## src/rtl/core/lpc_pkg.sv

```systemverilog
// Shared types and constants of the page cache with readahead.
`timescale 1ns / 1ps

package lpc_pkg;

	localparam int ENTRIES   = 5;
	localparam int PAGE_BITS = 16;
	localparam int DOC_BITS  = 8;
	localparam int ANGLE_W   = 2;
	localparam int RES_W     = 12;
	localparam int COUNT_W   = PAGE_BITS;
	localparam int PREV_W    = PAGE_BITS + 1;
	localparam int POS_W     = (ENTRIES > 1) ? $clog2(ENTRIES) : 1;
	localparam int SLOT_W    = 3;
	localparam int REQ_W     = 2;
	localparam int STATUS_W  = 3;

	typedef enum logic [REQ_W-1:0] {
		REQ_DEMAND    = 2'd0,
		REQ_READAHEAD = 2'd1,
		REQ_FLUSH     = 2'd2,
		REQ_FLUSH_ALT = 2'd3
	} req_type_t;

	typedef enum logic [STATUS_W-1:0] {
		ST_HIT     = 3'd0,
		ST_MISS    = 3'd1,
		ST_RANGE   = 3'd2,
		ST_EMPTY   = 3'd3,
		ST_FLUSHED = 3'd4,
		ST_SKIPPED = 3'd5
	} status_t;

	typedef struct packed {
		logic [DOC_BITS-1:0]  doc;
		logic [PAGE_BITS-1:0] page;
		logic [ANGLE_W-1:0]   angle;
		logic [RES_W-1:0]     res;
	} key_t;

	typedef struct packed {
		logic fire;
		logic flush;
		logic lookup;
		key_t key;
	} tag_req_t;

	typedef struct packed {
		logic             hit;
		logic [POS_W-1:0] pos;
		logic [POS_W-1:0] buf_slot;
	} tag_resp_t;

	typedef struct packed {
		logic                 fire;
		logic                 clear;
		logic                 demand_ok;
		logic [PAGE_BITS-1:0] page;
	} ra_req_t;

	typedef struct packed {
		logic                 offer;
		logic [PAGE_BITS-1:0] page;
		logic                 busy;
	} ra_resp_t;

endpackage

```

## src/rtl/core/lru_page_cache_with_readahead_unit.sv

```systemverilog
// Top level of the move-to-front page cache with one-page readahead.
`timescale 1ns / 1ps

// A request transaction is captured in an input register and resolved from
// there against the five-entry tag store: all entries are compared
// in parallel, and the hit or replaced entry moves to the front as the
// result is written to the output register. One request is taken every cycle
// while the output register is empty or being read; the tag store compares
// and shifts between the two registers. A result waiting in the
// output register stalls the input only when the input register is also full.

module lru_page_cache_with_readahead_unit import lpc_pkg::*; (
	input  logic                 clk,
	input  logic                 arst_n,
	input  logic                 in_valid,
	output logic                 in_ready,
	input  logic [REQ_W-1:0]     req_type,
	input  logic [DOC_BITS-1:0]  doc_id,
	input  logic [PAGE_BITS-1:0] page_number,
	input  logic [ANGLE_W-1:0]   angle_code,
	input  logic [RES_W-1:0]     resolution,
	input  logic [COUNT_W-1:0]   page_count,
	input  logic                 forward_only,
	output logic                 out_valid,
	input  logic                 out_ready,
	output logic [STATUS_W-1:0]  status,
	output logic                 hit,
	output logic [SLOT_W-1:0]    buffer_slot,
	output logic [SLOT_W-1:0]    found_position,
	output logic                 prefetch_valid,
	output logic [PAGE_BITS-1:0] prefetch_page,
	output logic                 prefetch_busy
);

	logic                 v_s1;
	req_type_t            req_s1;
	key_t                 key_s1;
	logic [COUNT_W-1:0]   count_s1;
	logic                 fwd_s1;

	logic                 v_s2;
	status_t              status_s2;
	logic                 hit_s2;
	logic [SLOT_W-1:0]    slot_s2;
	logic [SLOT_W-1:0]    pos_s2;
	logic                 pf_valid_s2;
	logic [PAGE_BITS-1:0] pf_page_s2;
	logic                 busy_s2;

	logic      advance;
	logic      fire;
	logic      is_flush;
	logic      is_ra;
	logic      is_demand;
	logic      out_of_range;
	logic      demand_ok;
	logic      do_lookup;
	status_t   status_c;
	tag_req_t  tag_req;
	tag_resp_t tag_resp;
	ra_req_t   ra_req;
	ra_resp_t  ra_resp;

	assign advance  = !v_s2 || out_ready;
	assign fire     = v_s1 && advance;
	assign in_ready = !v_s1 || advance;

	always_comb begin
		is_flush     = req_s1 == REQ_FLUSH || req_s1 == REQ_FLUSH_ALT;
		is_ra        = req_s1 == REQ_READAHEAD;
		is_demand    = req_s1 == REQ_DEMAND;
		out_of_range = (key_s1.page >= count_s1) && !fwd_s1;
		demand_ok    = is_demand && (count_s1 != '0) && !out_of_range;
		do_lookup    = demand_ok || (is_ra && !fwd_s1 && !out_of_range);
		priority if (is_flush) begin
			status_c = ST_FLUSHED;
		end else if (is_ra && fwd_s1) begin
			status_c = ST_SKIPPED;
		end else if (is_demand && count_s1 == '0) begin
			status_c = ST_EMPTY;
		end else if (out_of_range) begin
			status_c = ST_RANGE;
		end else if (tag_resp.hit) begin
			status_c = ST_HIT;
		end else begin
			status_c = ST_MISS;
		end
	end

	assign tag_req.fire   = fire;
	assign tag_req.flush  = is_flush;
	assign tag_req.lookup = do_lookup;
	assign tag_req.key    = key_s1;

	lpc_tag_store u_tags (
		.clk    (clk),
		.arst_n (arst_n),
		.req    (tag_req),
		.resp   (tag_resp)
	);

	assign ra_req.fire      = fire;
	assign ra_req.clear     = is_ra;
	assign ra_req.demand_ok = demand_ok;
	assign ra_req.page      = key_s1.page;

	lpc_readahead u_ra (
		.clk    (clk),
		.arst_n (arst_n),
		.req    (ra_req),
		.resp   (ra_resp)
	);

	always_ff @(posedge clk or negedge arst_n) begin
		if (!arst_n) begin
			v_s1 <= 1'b0;
			v_s2 <= 1'b0;
		end else begin
			if (in_ready) begin
				v_s1 <= in_valid;
			end
			if (advance) begin
				v_s2 <= v_s1;
			end
		end
	end

	always_ff @(posedge clk) begin
		if (in_valid && in_ready) begin
			req_s1       <= req_type_t'(req_type);
			key_s1.doc   <= doc_id;
			key_s1.page  <= page_number;
			key_s1.angle <= angle_code;
			key_s1.res   <= resolution;
			count_s1     <= page_count;
			fwd_s1       <= forward_only;
		end
		if (fire) begin
			status_s2   <= status_c;
			hit_s2      <= do_lookup && tag_resp.hit;
			slot_s2     <= do_lookup ? SLOT_W'(tag_resp.buf_slot) : '0;
			pos_s2      <= do_lookup ? SLOT_W'(tag_resp.pos) : '0;
			pf_valid_s2 <= ra_resp.offer;
			pf_page_s2  <= ra_resp.offer ? ra_resp.page : '0;
			busy_s2     <= ra_resp.busy;
		end
	end

	assign out_valid      = v_s2;
	assign status         = status_s2;
	assign hit            = hit_s2;
	assign buffer_slot    = slot_s2;
	assign found_position = pos_s2;
	assign prefetch_valid = pf_valid_s2;
	assign prefetch_page  = pf_page_s2;
	assign prefetch_busy  = busy_s2;

	a_hit_status: assert property (@(posedge clk) disable iff (!arst_n)
		out_valid |-> (hit == (status == ST_HIT)))
		else $error("hit flag disagrees with status");

	a_prefetch_busy: assert property (@(posedge clk) disable iff (!arst_n)
		out_valid && prefetch_valid |-> prefetch_busy)
		else $error("prefetch offered without busy flag");

endmodule

```

## src/rtl/core/lpc_tag_store.sv

```systemverilog
// Fully associative tag store kept in move-to-front order.
`timescale 1ns / 1ps

module lpc_tag_store import lpc_pkg::*; (
	input  logic      clk,
	input  logic      arst_n,
	input  tag_req_t  req,
	output tag_resp_t resp
);

	logic [ENTRIES-1:0] valid_q;
	key_t               key_q [ENTRIES];
	logic [POS_W-1:0]   buf_q [ENTRIES];

	logic [ENTRIES-1:0] match;
	logic               hit;
	logic [POS_W-1:0]   hit_pos;
	logic [POS_W-1:0]   free_pos;
	logic [POS_W-1:0]   pos;
	logic [POS_W-1:0]   buf_sel;

	always_comb begin
		for (int i = 0; i < ENTRIES; i++) begin
			match[i] = valid_q[i] && (key_q[i] == req.key);
		end
		// Scan from the back so the lowest position wins.
		hit      = 1'b0;
		hit_pos  = '0;
		free_pos = POS_W'(ENTRIES - 1);
		for (int i = ENTRIES - 1; i >= 0; i--) begin
			if (match[i]) begin
				hit     = 1'b1;
				hit_pos = POS_W'(i);
			end
			if (!valid_q[i]) begin
				free_pos = POS_W'(i);
			end
		end
		pos     = hit ? hit_pos : free_pos;
		buf_sel = buf_q[pos];
	end

	assign resp.hit      = hit;
	assign resp.pos      = pos;
	assign resp.buf_slot = buf_sel;

	always_ff @(posedge clk or negedge arst_n) begin
		if (!arst_n) begin
			valid_q <= '0;
			for (int i = 0; i < ENTRIES; i++) begin
				buf_q[i] <= POS_W'(i);
			end
		end else if (req.fire) begin
			if (req.flush) begin
				valid_q <= '0;
			end else if (req.lookup) begin
				valid_q[0] <= 1'b1;
				buf_q[0]   <= buf_sel;
				for (int i = 1; i < ENTRIES; i++) begin
					if (i <= int'(pos)) begin
						valid_q[i] <= valid_q[i-1];
						buf_q[i]   <= buf_q[i-1];
					end
				end
			end
		end
	end

	always_ff @(posedge clk) begin
		if (req.fire && !req.flush && req.lookup) begin
			key_q[0] <= req.key;
			for (int i = 1; i < ENTRIES; i++) begin
				if (i <= int'(pos)) begin
					key_q[i] <= key_q[i-1];
				end
			end
		end
	end

	a_flush_clears: assert property (@(posedge clk) disable iff (!arst_n)
		req.fire && req.flush |=> valid_q == '0)
		else $error("flush left a valid entry");

	a_unique_key: assert property (@(posedge clk) disable iff (!arst_n)
		$onehot0(match))
		else $error("key present in more than one entry");

endmodule

```

## src/rtl/core/lpc_readahead.sv

```systemverilog
// Sequential step detector and readahead bookkeeping.
`timescale 1ns / 1ps

module lpc_readahead import lpc_pkg::*; (
	input  logic     clk,
	input  logic     arst_n,
	input  ra_req_t  req,
	output ra_resp_t resp
);

	logic [PREV_W-1:0] prev_q;
	logic              pend_q;

	logic [PREV_W-1:0] page_ext;
	logic [PREV_W-1:0] prev_inc;
	logic [PREV_W-1:0] prev_dec;
	logic              step_up;
	logic              step_down;
	logic              offer;

	always_comb begin
		page_ext  = {1'b0, req.page};
		prev_inc  = prev_q + PREV_W'(1);
		prev_dec  = prev_q - PREV_W'(1);
		step_up   = page_ext == prev_inc;
		step_down = page_ext == prev_dec;
		offer     = 1'b0;
		if (req.demand_ok && !pend_q) begin
			priority if (step_up) begin
				offer = req.page != '1;
			end else if (step_down) begin
				offer = req.page != '0;
			end else begin
				offer = 1'b0;
			end
		end
	end

	assign resp.offer = offer;
	assign resp.page  = step_up ? req.page + PAGE_BITS'(1) : req.page - PAGE_BITS'(1);
	assign resp.busy  = req.clear ? 1'b0 : (offer ? 1'b1 : pend_q);

	always_ff @(posedge clk or negedge arst_n) begin
		if (!arst_n) begin
			prev_q <= '1;
			pend_q <= 1'b0;
		end else if (req.fire) begin
			pend_q <= resp.busy;
			if (req.demand_ok) begin
				prev_q <= page_ext;
			end
		end
	end

	a_clear: assert property (@(posedge clk) disable iff (!arst_n)
		req.fire && req.clear |=> !pend_q)
		else $error("readahead lookup did not clear pending flag");

	a_offer_sets: assert property (@(posedge clk) disable iff (!arst_n)
		req.fire && offer |=> pend_q)
		else $error("offered readahead not marked pending");

endmodule

```

## config.mk

```make
export PLATFORM = sky130hd
export DESIGN_NAME = lru_page_cache_with_readahead_unit
export DESIGN_NICKNAME = d
export VERILOG_FILES = /design/src/rtl/core/lpc_pkg.sv /design/src/rtl/core/lru_page_cache_with_readahead_unit.sv /design/src/rtl/core/lpc_tag_store.sv /design/src/rtl/core/lpc_readahead.sv
export SDC_FILE = /design/constraint.sdc
export NUM_CORES = 1
export LEC_CHECK = 0
export ABC_CLOCK_PERIOD_IN_PS = 8900
export BUFFER_PORTS_ARGS = -buffer_cell sky130_fd_sc_hd__buf_2
export CORE_ASPECT_RATIO = 1.25
export CORE_MARGIN = 2
export CORE_UTILIZATION = 56
export CTS_BUF_LIST = sky130_fd_sc_hd__clkbuf_4
export DETAILED_ROUTE_END_ITERATION = 16
export PLACE_DENSITY_LB_ADDON = 0.08
export SETUP_SLACK_MARGIN = 0.2
export SKIP_CTS_REPAIR_TIMING = 1
export SLEW_MARGIN = 20
export SYNTH_ARGS = -nofsm -noshare
export SYNTH_HDL_FRONTEND = slang
export SYNTH_SLANG_ARGS = --single-unit
export TNS_END_PERCENT = 50
```

## constraint.sdc

```tcl
create_clock -name clk -period 8.9 [get_ports clk]
set_clock_uncertainty 0.05 [all_clocks]
set_input_delay 0.445 -clock clk [delete_from_list [all_inputs] [get_ports clk]]
set_output_delay 0.445 -clock clk [all_outputs]
set_load 0.01 [all_outputs]
```

==> metrics.yaml, run 1 <==
critical_path:
  worst-r2r-setup-slack_ns: 3.35
  worst_path_max_delay_cell: "or4b_2"
  r2r_end: "prefetch_page[14]"
  path_cells: "ha_1 > and4_1 > nand4_1 > mux2_2 > mux2i_1 > nand4_1 > nor3_1 > inv_1 > ha_1 > nor2b_1 > o21ai_0 > nand2b_1 > a21oi_1 > o21ai_0 > a41oi_1 > a21oi_1 > or4b_2 > a31oi_1"
  critPathTopFamily: "simple AND/OR/NAND/NOR gates"
  cp.arrival_ns: 6.02
  end_kind: "flip-flop"
  crit_type: "flip-flop to flip-flop"
  path_buf_inv: 1
  r2r_cells: 18
  critPathRequiredTime_ns: 9.37
  cp_max_fo: 16
  max_stage_delay_ns: 0.66
  critPathLaunchType: "flip-flop"
  r2r-start: "u_ra.prev_q[0]"
finish:
  drive_gt1_frac: 0.230
  seq_area_mm2: 0.00929
  fillers: 1968
  mostFrequentLayoutCells: "edfxtp_1, xnor2_1, clkbuf_4"
  final_common_cell: "edfxtp_1"
  design_area_mm2: 0.0173
  layout-area-overhead-vs-synth_pct: 16.1
  multi_input_area_mm2: 0.00518
  nets: 1395
  postLayoutCoreUtil: 0.661
timing:
  holdWs_ns: -0.0159
  fin_crit_ns: 5.55
  finalMaxSlewViolations: 0
  slew_headroom: 0.267
  rsz0062_at_grt: "no"
  setup-violations-final: 0
  fin_tns_setup_ns: 0
  period_share: 0.624
  max_slew.worst_pin.slew_ns: 1.10
  max_freq_ghz: 0.180
  finalHoldViolCount: 1
pwr:
  pwr_density_cell_mw_per_mm2: 203
  switching_share: 0.269
  total_leakage_power_nw: 6.15
  p_comb_frac: 0.135
  seqPwrFrac: 0.520
  power.total_w: 0.00350
  p_int_w: 0.00256
  clockPowerShare: 0.345
  vdd_ir_drop_max_v: 0.000133
  p_sw_w: 0.000941
route:
  wl_um: 36900
  dr_total_vias: 9576
  dr.pass1.iters: 5
  antenna_left: 0
  drtIter0Drc: 758
  drc: 0
  vias_per_cell: 5.65
  wl_per_cell_um: 21.8
clocking:
  cts_buffer_depth: 3
  cts.sinks: 315
  cts-root-buf: "clkbuf_4"
  clkTransAtPathRegs_ns: 0.06
  insertion_delay_ns: 0.73
  cts_tree: "done"
  htreeDepth: 3
  cts_buffers: 79
synthesis:
  ys_async_sr_fraction: 0.127
  yosys_most_used_dff: "edfxtp_1"
  syn-num-nets: 1198
  syn_area_per_cell_um2: 13.5
  ys_seq_area_frac: 0.625
  syn-cell-area_mm2: 0.0149
  synth_edf_count: 275
  postSynthCellCount: 1102
  ys.warnings.count: 0
  yosysUniqueCellTypes: 72
  ys_ff_latch: 315
global_routing:
  grt_max_degree: 58
  overflow: 0
  grt.total_usage: 0.264
  antenna_found_initial: 1
  grt_pass1_vias: 9540
  grt_pass1_wl_um: 54100
hold_path:
  hp-class: "primary input to flip-flop"
  holdPathEnd: "out_valid"
  hold_depth: 3
  hold_start: "out_ready"
placement:
  gp_congestion: 0.835
  place_area_mm2: 0.0157
  dp_hpwl_um: 24700
  portBuffers: 90
die:
  floorplan.io_pins: 91
  fp.dieH_um: 186
  fp-row-count: 66
  dieArea_mm2: 0.0279
  coreArea_mm2: 0.0261
  start_util: 0.570
  dieWidth_um: 150
status:
  violations: "hold timing"
  status: "finished, violations left"
job:
  maxCapViolations: 0
==> worst register-to-register path, cell delays in order, from the launching register on <==
cell and delay, ns:
dfstp_2 0.58, ha_1 0.25, and4_1 0.37, nand4_1 0.19, mux2_2 0.31, mux2i_1 0.15
nand4_1 0.15, nor3_1 0.50, inv_1 0.44, ha_1 0.42, nor2b_1 0.13, o21ai_0 0.15
nand2b_1 0.13, a21oi_1 0.16, o21ai_0 0.12, a41oi_1 0.30, a21oi_1 0.18, or4b_2 0.66
a31oi_1 0.17
==> flip-flops by register name, indices dropped and copies added, names as in the netlist, 2 cells and up <==
signal / cells
u_tags.key_q: 190
key_s1: 38
u_ra.prev_q: 17
count_s1: 16
prefetch_page: 16
u_tags.buf_q: 15
u_tags.valid_q: 5
buffer_slot: 3
found_position: 3
status: 3
req_s1: 2
==> logic make-up after synthesis <==
group | count (synthesis) | synth area share
AO/OA/AOI/OAI | 125 | 0.0559
buffers and inverters | 97 | 0.0267
flip-flops | 315 | 0.625
AND/OR/NAND/NOR | 273 | 0.107
multiplexers | 30 | 0.0221
adder cells (fa/ha/maj) | 35 | 0.0300
XOR/XNOR | 227 | 0.134
==> routing by layer <==
layer,vias to the layer above,GRT usage,routed length [µm]
met5,-,0,0
met4,0,0.106,1040
met3,61,0.0617,2200
met2,316,0.431,18100
met1,4722,0.346,15500
li1,4477,-,-
==> Yosys cell counts, drive strengths merged (6+ instances only) <==
| library cell | instances | area share |
|---|---|---|
| a21o | 8 | 0.0040 |
| and3 | 6 | 0.0025 |
| nand4 | 54 | 0.023 |
| nor4b | 6 | 0.0045 |
| nand2b | 14 | 0.0059 |
| nand2 | 46 | 0.012 |
| edfxtp | 275 | 0.56 |
| a31oi | 8 | 0.0034 |
| nor3 | 11 | 0.0037 |
| ha | 34 | 0.029 |
| xor2 | 26 | 0.015 |
| nor3b | 7 | 0.0035 |
| dfstp | 22 | 0.039 |
| dfrtp | 18 | 0.030 |
| nor2 | 44 | 0.015 |
| or2 | 6 | 0.0025 |
| mux2i | 8 | 0.0054 |
| nor2b | 10 | 0.0042 |
| nor4 | 24 | 0.010 |
| xnor2 | 201 | 0.12 |
| inv | 41 | 0.010 |
| nand3 | 20 | 0.0067 |
| a21oi | 32 | 0.011 |
| clkbuf | 44 | 0.011 |
| buf | 11 | 0.0050 |
| mux2 | 22 | 0.017 |
| o21ai | 26 | 0.0088 |
==> power by group through the flow <==
stage	registers (W)	clock network (W)	logic, W
4_1_cts	0.00182	0.00124	0.000451
5_1_grt	0.00183	0.00132	0.000518
6_report	0.00182	0.00121	0.000472
3_5_place_dp	0.00185	0	0.000448
3_3_place_gp	0.00184	0	0.000443
2_1_floorplan	0.00179	0	0.000358
==> how the worst max path moves through the flow <==
| stage | cells after the start | from | slack, ns | endpoint |
|---|---|---|---|---|
| global route | 17 | key_s1[17] | 2.85 | prefetch_page[14] |
| detailed placement | 18 | u_ra.prev_q[0] | 3.42 | prefetch_page[14] |
| global placement | 18 | u_ra.prev_q[0] | 3.52 | prefetch_page[14] |
| CTS | 17 | key_s1[17] | 3.41 | prefetch_page[14] |
| floorplan | 19 | u_ra.prev_q[0] | 4.07 | prefetch_page[14] |
| finish | 18 | u_ra.prev_q[0] | 3.35 | prefetch_page[14] |
==> final cells by class <==
class	instances	share of cell area
Multi-Input combinational cell	690	0.300
Clock inverter	12	0.00355
Timing Repair Buffer	171	0.0701
Antenna cell	1	0.000145
Tap cell	340	0.0247
Clock buffer	124	0.0540
Sequential cell	315	0.538
Inverter	42	0.00914
==> through the flow <==
step	cells	worst slack (ns)
floorplan	1102	4.07
global placement	1498	3.52
detailed placement	1498	3.42
CTS	1634	3.41
global route	1695	2.85
finish	1695	3.35
(Power assumes the default switching activity.)
==> inputs of run 2 (changes only) <==
--- a/config.mk
+++ b/config.mk
@@ -5,7 +5,7 @@
 export SDC_FILE = /design/constraint.sdc
 export NUM_CORES = 1
 export LEC_CHECK = 0
-export ABC_CLOCK_PERIOD_IN_PS = 8900
+export ABC_CLOCK_PERIOD_IN_PS = 5300
 export BUFFER_PORTS_ARGS = -buffer_cell sky130_fd_sc_hd__buf_2
 export CORE_ASPECT_RATIO = 1.25
 export CORE_MARGIN = 2
==> constraint.sdc (replaced) <==
create_clock -name clk -period 5.3 [get_ports clk]
set_clock_uncertainty 0.05 [all_clocks]
set_input_delay 0.265 -clock clk [delete_from_list [all_inputs] [get_ports clk]]
set_output_delay 0.265 -clock clk [all_outputs]
set_load 0.01 [all_outputs]
==> run 2 against run 1 <==
Net effect:
- the flow now finishes without violations
- non-clock buffer count grew 18
- cell count grew 1.5%
- sequential power grew 68%
- utilization grew 0.80 points
- sequential share of layout area shrank 0.64 points
- fmax grew 16%
- clock power grew 69%
- total power grew 69%
- critical path type unchanged
- largest cell class unchanged
- largest power group unchanged
==> metrics.yaml, run 2 (synthesized netlist as in run 1, its figures left out) <==
status:
  status: "finished clean"
critical_path:
  cp_max_fo: 10
  worst-r2r-setup-slack_ns: 0.52
  cp.arrival_ns: 5.15
  critPathRequiredTime_ns: 5.66
  max_stage_delay_ns: 0.62
  r2r_cells: 17
  critPathLaunchType: "flip-flop"
  end_kind: "flip-flop"
  worst_path_max_delay_cell: "dfstp_2"
  r2r-start: "u_ra.prev_q[2]"
  path_cells: "and4_1 > nand2_1 > xor2_1 > a211oi_1 > o21ai_0 > nor3_2 > inv_2 > buf_4 > ha_1 > and2_1 > a311o_1 > nand2_1 > o21ai_0 > o41ai_1 > o21ai_0 > xnor2_1 > nor2_4"
  r2r_end: "prefetch_page[15]"
  crit_top_cell: "o21ai_0"
  crit_type: "flip-flop to flip-flop"
finish:
  largest_register_ffs: 190
  nets: 1414
  final_common_cell: "edfxtp_1"
  layout-area-overhead-vs-synth_pct: 17.5
  mostFrequentLayoutCells: "edfxtp_1, xnor2_1, clkbuf_4"
  reg_top3: "u_tags.key_q: 190 flops, key_s1: 38 flops, u_ra.prev_q: 17 flops"
  largest_register: "u_tags.key_q"
  drive_gt1_frac: 0.239
  design_area_mm2: 0.0175
  fillers: 1968
timing:
  max_freq_ghz: 0.209
  max_slew.worst_pin.slew_ns: 1.03
  period_share: 0.902
  slew_headroom: 0.314
  fin_crit_ns: 4.78
  finalHoldViolCount: 0
  rsz0062_at_grt: "no"
  setup-violations-final: 0
  finalMaxSlewViolations: 0
  fin_tns_setup_ns: 0
job:
  maxCapViolations: 0
route:
  vias_per_cell: 5.59
  antenna_left: 0
  drtIter0Drc: 610
  wl_per_cell_um: 22.0
  wl_um: 37900
  dr_total_vias: 9611
  drc: 0
  dr.pass1.iters: 5
clocking:
  cts_buffer_depth: 3
  cts-root-buf: "clkbuf_4"
  htreeDepth: 3
  cts_buffers: 80
  insertion_delay_ns: 0.71
  cts.sinks: 315
  cts_tree: "done"
  clkTransAtPathRegs_ns: 0.07
die:
  coreArea_mm2: 0.0261
  dieWidth_um: 150
  fp-row-count: 66
  start_util: 0.570
  fp.dieH_um: 186
  floorplan.io_pins: 91
  dieArea_mm2: 0.0279
global_routing:
  antenna_found_initial: 2
  grt.total_usage: 0.273
  overflow: 0
  grt_pass1_wl_um: 55100
  grt_pass1_vias: 9551
  grt_max_degree: 58
hold_path:
  hold_depth: 2
  hold_start: "resolution[7]"
  holdPathEnd: "key_s1[7]"
  hp-class: "primary input to flip-flop"
pwr:
  vdd_ir_drop_max_v: 0.000263
  pwr_density_cell_mw_per_mm2: 339
  total_leakage_power_nw: 6.26
placement:
  gp_congestion: 0.875
  place_area_mm2: 0.0158
  portBuffers: 90
  dp_hpwl_um: 26800
## run 2: cell count changes in the layout (fill, tap and decap cells not counted), moves of 2 or more
cell / change
buf_12: +2
inv_2: +2
clkinv_2: -2
clkbuf_4: -2
clkinvlp_4: -2
clkinv_1: +11
buf_4: +15
## run 2: power by group
group	total, W	internal [W]	switching [W]
Clock	0.00205	0.00109	0.000959
Sequential	0.00305	0.00287	0.000176
Combinational	0.000820	0.000374	0.000445
Total	0.00592	0.00434	0.00158
## run 2: metal layers
metal / track usage / up-vias / part of all wire
met5: 0 / - / 0
met4: 0.155 / 0 / 0.052
met3: 0.0522 / 96 / 0.048
met2: 0.474 / 303 / 0.51
met1: 0.317 / 4669 / 0.39
li1: - / 4543 / -
## run 2: how the worst max path moves through the flow
stage	endpoint	startpoint	slack (ns)
floorplan	prefetch_page[14]	u_ra.prev_q[0]	0.47
global placement	prefetch_page[14]	u_ra.prev_q[0]	0.29
detailed placement	prefetch_page[14]	u_ra.prev_q[0]	0.19
CTS	prefetch_page[14]	u_ra.prev_q[0]	0.19
global route	prefetch_page[14]	u_ra.prev_q[2]	0.18
finish	prefetch_page[15]	u_ra.prev_q[2]	0.52
## run 2: cell type report
cell class                      instances  area (µm²)  share of cell area
Clock buffer                          122         916              0.0524
Antenna cell                            2        5.00            0.000287
Timing Repair Buffer                  189        1370              0.0785
Inverter                               42         158             0.00903
Tap cell                              340         425              0.0244
Multi-Input combinational cell        690        5200               0.298
Clock inverter                         20         103             0.00588
Sequential cell                       315        9290               0.532
## run 2: metrics by stage
| step | std cells | setup slack (ns) | utilization | hold slack, ns | total power [W] |
|---|---|---|---|---|---|
| floorplan | 1102 | 0.475 | - | -0.0806 | 0.00360 |
| global placement | 1512 | 0.292 | 0.605 | 0.388 | 0.00386 |
| detailed placement | 1512 | 0.186 | 0.605 | 0.393 | 0.00387 |
| CTS | 1654 | 0.190 | 0.644 | -0.363 | 0.00592 |
| global route | 1720 | 0.180 | 0.669 | 0.159 | 0.00621 |
| finish | 1720 | 0.518 | 0.669 | 0.224 | 0.00592 |
## run 2: worst max-delay path: cells and delay by family (launching register included)
family	cells	cell delay (ns)
and+or+nand+nor	6	1.13
adders and majority gates	1	0.35
xor gates and xnor gates	2	0.49
DFF	1	0.62
AOI/OAI and AO/OA	6	1.56
buffers and inverters	2	0.29
